File: src/design/esmv_pkg.sv
package esmv_pkg;

  // default geometry
  localparam int DefRows  = 256;
  localparam int DefCols  = 256;
  localparam int DefSlots = 16;

  // field widths
  localparam int DataW  = 32;
  localparam int CountW = 9;
  localparam int WidthW = 5;
  localparam int IdxW   = 8;
  localparam int ColW   = 9;

  // column code of an empty slot
  localparam logic [ColW-1:0] ColEmpty = 9'h1FF;

  typedef enum logic [1:0] {
    CMD_LOAD     = 2'd0,
    CMD_INSERT   = 2'd1,
    CMD_MULTIPLY = 2'd2,
    CMD_NOP      = 2'd3
  } cmd_e;

  typedef enum logic [1:0] {
    STAT_OK    = 2'd0,
    STAT_RANGE = 2'd1,
    STAT_FULL  = 2'd2
  } status_e;

  typedef enum logic [1:0] {
    REG_ROW_COUNT = 2'd0,
    REG_COL_COUNT = 2'd1,
    REG_ROW_WIDTH = 2'd2
  } cfg_reg_e;

  // control from the sequencer to the multiply-accumulate unit
  typedef struct packed {
    logic clr;
    logic valid;
  } mac_ctrl_t;

endpackage

File: src/design/esmv_mac.sv
module esmv_mac #(
  parameter int AccW = 70
) (
  input  logic                    clk_i,
  input  logic                    rst_ni,
  input  esmv_pkg::mac_ctrl_t     ctrl_i,
  input  logic [31:0]             a_i,
  input  logic [31:0]             b_i,
  output logic                    busy_o,
  output logic [31:0]             result_o
);
  import esmv_pkg::*;

  localparam logic signed [AccW-1:0] MaxA = {{(AccW-32){1'b0}}, 32'h7FFF_FFFF};
  localparam logic signed [AccW-1:0] MinA = {{(AccW-32){1'b1}}, 32'h8000_0000};
  localparam logic signed [AccW-1:0] Half = AccW'(17'h08000);

  logic signed [63:0]     prod_q;
  logic                   prod_v_q;
  logic signed [AccW-1:0] acc_q;
  logic signed [AccW-1:0] rnd;
  logic signed [AccW-1:0] shifted;

  // product stage
  always_ff @(posedge clk_i or negedge rst_ni) begin
    if (!rst_ni) begin
      prod_v_q <= 1'b0;
    end else begin
      prod_v_q <= ctrl_i.valid && !ctrl_i.clr;
    end
  end

  always_ff @(posedge clk_i) begin
    if (ctrl_i.valid) begin
      prod_q <= $signed(a_i) * $signed(b_i);
    end
  end

  // exact accumulation of Q32.32 products
  always_ff @(posedge clk_i) begin
    if (ctrl_i.clr) begin
      acc_q <= '0;
    end else if (prod_v_q) begin
      acc_q <= acc_q + AccW'(prod_q);
    end
  end

  // round to nearest, ties upward, then clamp to Q16.16
  always_comb begin
    rnd     = acc_q + Half;
    shifted = rnd >>> 16;
    if (shifted > MaxA) begin
      result_o = 32'h7FFF_FFFF;
    end else if (shifted < MinA) begin
      result_o = 32'h8000_0000;
    end else begin
      result_o = shifted[31:0];
    end
  end

  assign busy_o = prod_v_q;

endmodule

File: config.mk
export PLATFORM = sky130hd
export DESIGN_NAME = esmv_mac
export DESIGN_NICKNAME = d
export VERILOG_FILES = /design/src/design/esmv_pkg.sv /design/src/design/esmv_mac.sv
export SDC_FILE = /design/constraint.sdc
export NUM_CORES = 2
export LEC_CHECK = 0
export BUFFER_PORTS_ARGS = -buffer_cell sky130_fd_sc_hd__buf_2
export CAP_MARGIN = 30
export CORE_MARGIN = 1.5
export CORE_UTILIZATION = 40
export CTS_BUF_LIST = sky130_fd_sc_hd__clkbuf_8
export CTS_CLUSTER_DIAMETER = 120
export DETAILED_ROUTE_END_ITERATION = 12
export GPL_TIMING_DRIVEN = 0
export PLACE_DENSITY_LB_ADDON = 0.05
export SYNTH_ARGS = -nofsm -noshare
export SYNTH_HDL_FRONTEND = slang
export SYNTH_SLANG_ARGS = --single-unit
File: constraint.sdc
create_clock -name clk_i -period 7.33 [get_ports clk_i]
set_input_delay 0.733 -clock clk_i [delete_from_list [all_inputs] [get_ports clk_i]]
set_output_delay 0.733 -clock clk_i [all_outputs]
set_load 0.03 [all_outputs]
==> run summary <==
WS Path Type: input port to register
TritonRoute pass-1 iters: 5
worst setup slack after layout: -0.376 ns
H-tree levels: 4
Die H: 342 um
CP endpoint kind: register
Post-synth EDFFs: 64
drc violations: 0
layout cells sized above 1: 16.2%
Synth top cells by count: fa_1, inv_1, nand2_1
sequential area share after synthesis: 7.27%
Iter 0 DRT Violations: 2782
Post-Syn Instances: 5013
clk sinks: 135
Num CTS Buffers: 25
setup TNS: -2.84 ns
antenna-violating nets left: 0
Tcrit/Tclk final: 105%
actual slew at the worst max-slew pin: 1.04 ns
Req. time, crit path: 7.60 ns
Fmax achieved: 130 MHz
top-area cell type share of the netlist area: 47.1%
largest cells by area after synthesis: fa_1, inv_1, and2_1
Syn Area/Cell: 9.19 um2
DP Worst Slack: -2.74 ns
max cap viols: 0
Post-Syn Area: 0.0461 mm2
CP arrival: 7.98 ns
fin crit period: 7.71 ns
Slew Viols, Final: 0
Die Area: 0.117 mm2
most common cell in the netlist: fa_1
root buffer selected by CTS: clkbuf_8
Post-DP HPWL: 149000 um
Syn. warnings: 0
RSZ-0062 raised after global routing: true
CP Max Fanout: 9
status: complete, but fails checks
Via Count: 36400
DR vias/cell: 5.29
Final #Nets: 6753
gr usage total: 31.7%
Setup crit start kind: input port
#FFs+latches synth: 135
Setup Skew: 0.0275 ns
hold slack: 0.499 ns
Worst-path clk slew: 0.07 ns
post-synth top area cell: fa_1
relative slew slack: 28.6%
endpoints failing hold: 0
asr flop ratio synth: 0.741%
Port-buffer cells: 99
worst skew pair latency: 0.54 ns
final wirelength: 182000 um
Syn Nets: 6418
clock tree buffer depth: 3
area grow syn2layout: 20.1%
initial core utilization: 40.3%
initial antenna violation count: 20
vias in the first global route: 38800
Worst Hold Class: input port to async pin
DIE WIDTH: 342 um
largest net degree at the start of global routing: 42
mean routed wirelength per cell: 26.5 um
row cnt: 124
core area: 0.114 mm2
Netlist cell types: 82
grt ovf: 0
final setup fails: 17
I/O Pins: 101
Final GP Congestion: 0.971
Primary FF master, synth: dfxtp_1
CTS tree: done
first-pass GRT wire length: 265000 um
failing checks: negative setup slack
==> worst max-delay path, stage by stage <==
cell	delay (ns)
buf_4	0.18
clkbuf_16	0.20
nand2_1	0.09
fa_1	0.52
fa_1	0.55
fa_2	0.51
fa_1	0.56
inv_1	0.05
fa_2	0.46
fa_1	0.55
fa_2	0.60
fa_2	0.48
ha_4	0.34
nand2_4	0.06
o211a_1	0.24
o21ai_2	0.20
a31oi_4	0.12
a211oi_4	0.33
o21ai_2	0.15
or4_4	0.44
a31oi_4	0.21
a221o_1	0.19
a21oi_2	0.06
xnor2_1	0.13
==> path summary, 6_finish.rpt <==
| check | start | to | slack (ns) | depth (start not counted) |
|---|---|---|---|---|
| setup / recovery | a_i[19] | prod_q[62]$_DFFE_PP_ | -0.38 | 24 |
| hold / removal | rst_ni | busy_o$_DFF_PN0_ | 0.50 | 2 |
| setup reg to reg | prod_q[1]$_DFFE_PP_ | acc_q[69]$_SDFFE_PP0P_ | 2.80 | 12 |
| hold reg to reg | acc_q[13]$_SDFFE_PP0P_ | acc_q[13]$_SDFFE_PP0P_ | 0.50 | 2 |
| max in group asynchronous | rst_ni | busy_o$_DFF_PN0_ | 6.74 | 2 |
| min in group clk_i | acc_q[13]$_SDFFE_PP0P_ | acc_q[13]$_SDFFE_PP0P_ | 0.50 | 2 |
==> routing by layer <==
metal,track usage [%],vias up,routed length [um]
li1,-,15900,-
met1,42.9,18600,77200
met2,49.5,1465,81200
met3,6.95,310,15900
met4,12.1,14,8090
met5,0,-,95
==> flip-flops by register name, summed over array words and instances, names as in the netlist <==
signal,cells
acc_q,70
busy_o,1
prod_q,64
==> cell usage in the layout (no fill, tap or decap), types with 14 or more instances in the layout <==
| master | n |
|---|---|
| inv_2 | 22 |
| dfxtp_1 | 70 |
| o21ai_0 | 93 |
| nor2_1 | 174 |
| nand2b_1 | 22 |
| a21oi_1 | 110 |
| o21ai_2 | 20 |
| nor2b_1 | 14 |
| and2_4 | 22 |
| fa_1 | 990 |
| fa_2 | 93 |
| xnor2_1 | 109 |
| edfxtp_1 | 64 |
| and2_1 | 507 |
| clkbuf_1 | 58 |
| nand3_1 | 45 |
| ha_1 | 212 |
| a31oi_1 | 22 |
| nor3_1 | 32 |
| a21oi_2 | 20 |
| inv_1 | 950 |
| ha_4 | 37 |
| a21o_1 | 82 |
| and3_1 | 21 |
| nand4_1 | 51 |
| buf_12 | 37 |
| clkbuf_8 | 89 |
| buf_8 | 32 |
| xor2_1 | 65 |
| buf_2 | 58 |
| o21ai_1 | 16 |
| clkbuf_16 | 72 |
| buf_4 | 174 |
| clkbuf_4 | 25 |
| mux2i_1 | 42 |
| o21bai_1 | 21 |
| o21a_1 | 15 |
| nand2_1 | 574 |
| buf_6 | 46 |
==> logic make-up (layout without fill, tap and decap cells) <==
family	Yosys count	after routing	share of synthesized area, %
multiplexers	46	46	1.01
adder cells (fa/ha/maj)	1337	1337	54.0
XOR/XNOR	175	175	3.33
buffers and inverters	1248	1587	10.3
AO/OA/AOI/OAI	516	516	7.23
flip-flops	135	135	7.27
other	0	12	0
AND/OR/NAND/NOR	1556	1556	16.9
==> stage by stage <==
stage / area, um2 / cells / utilization, %
6_report: 55300 / 6876 / 48.4
3_5_place_dp: 49200 / 6658 / 43.1
4_1_cts: 54200 / 6811 / 47.5
2_1_floorplan: 46300 / 5013 / -
5_1_grt: 55300 / 6868 / 48.4
3_3_place_gp: 48700 / 6624 / 42.7
==> area by class of cell <==
| class | instances | area (um2) |
|---|---|---|
| antenna | 12 | 30.0 |
| buffer | 262 | 3430 |
| clock buffer | 26 | 358 |
| clock inverter | 5 | 50.0 |
| fill | 11100 | 58900 |
| inverter | 976 | 3680 |
| multi-input combinational | 3630 | 39400 |
| sequential | 135 | 3350 |
| tap | 1512 | 1890 |
| timing repair buffer | 318 | 3100 |
==> what timing repair did <==
item	CTS	global route
setup endpoints to repair	45	25
hold endpoints to repair	1	0
buffers inserted	127	55
gates resized for setup	834	220
hold buffers	1	0
pin swaps	179	142
cloned	6	2
Power is left out: the tool's default activity adds up to more than one toggle a clock period on the data nets, which glitch-free logic cannot reach.
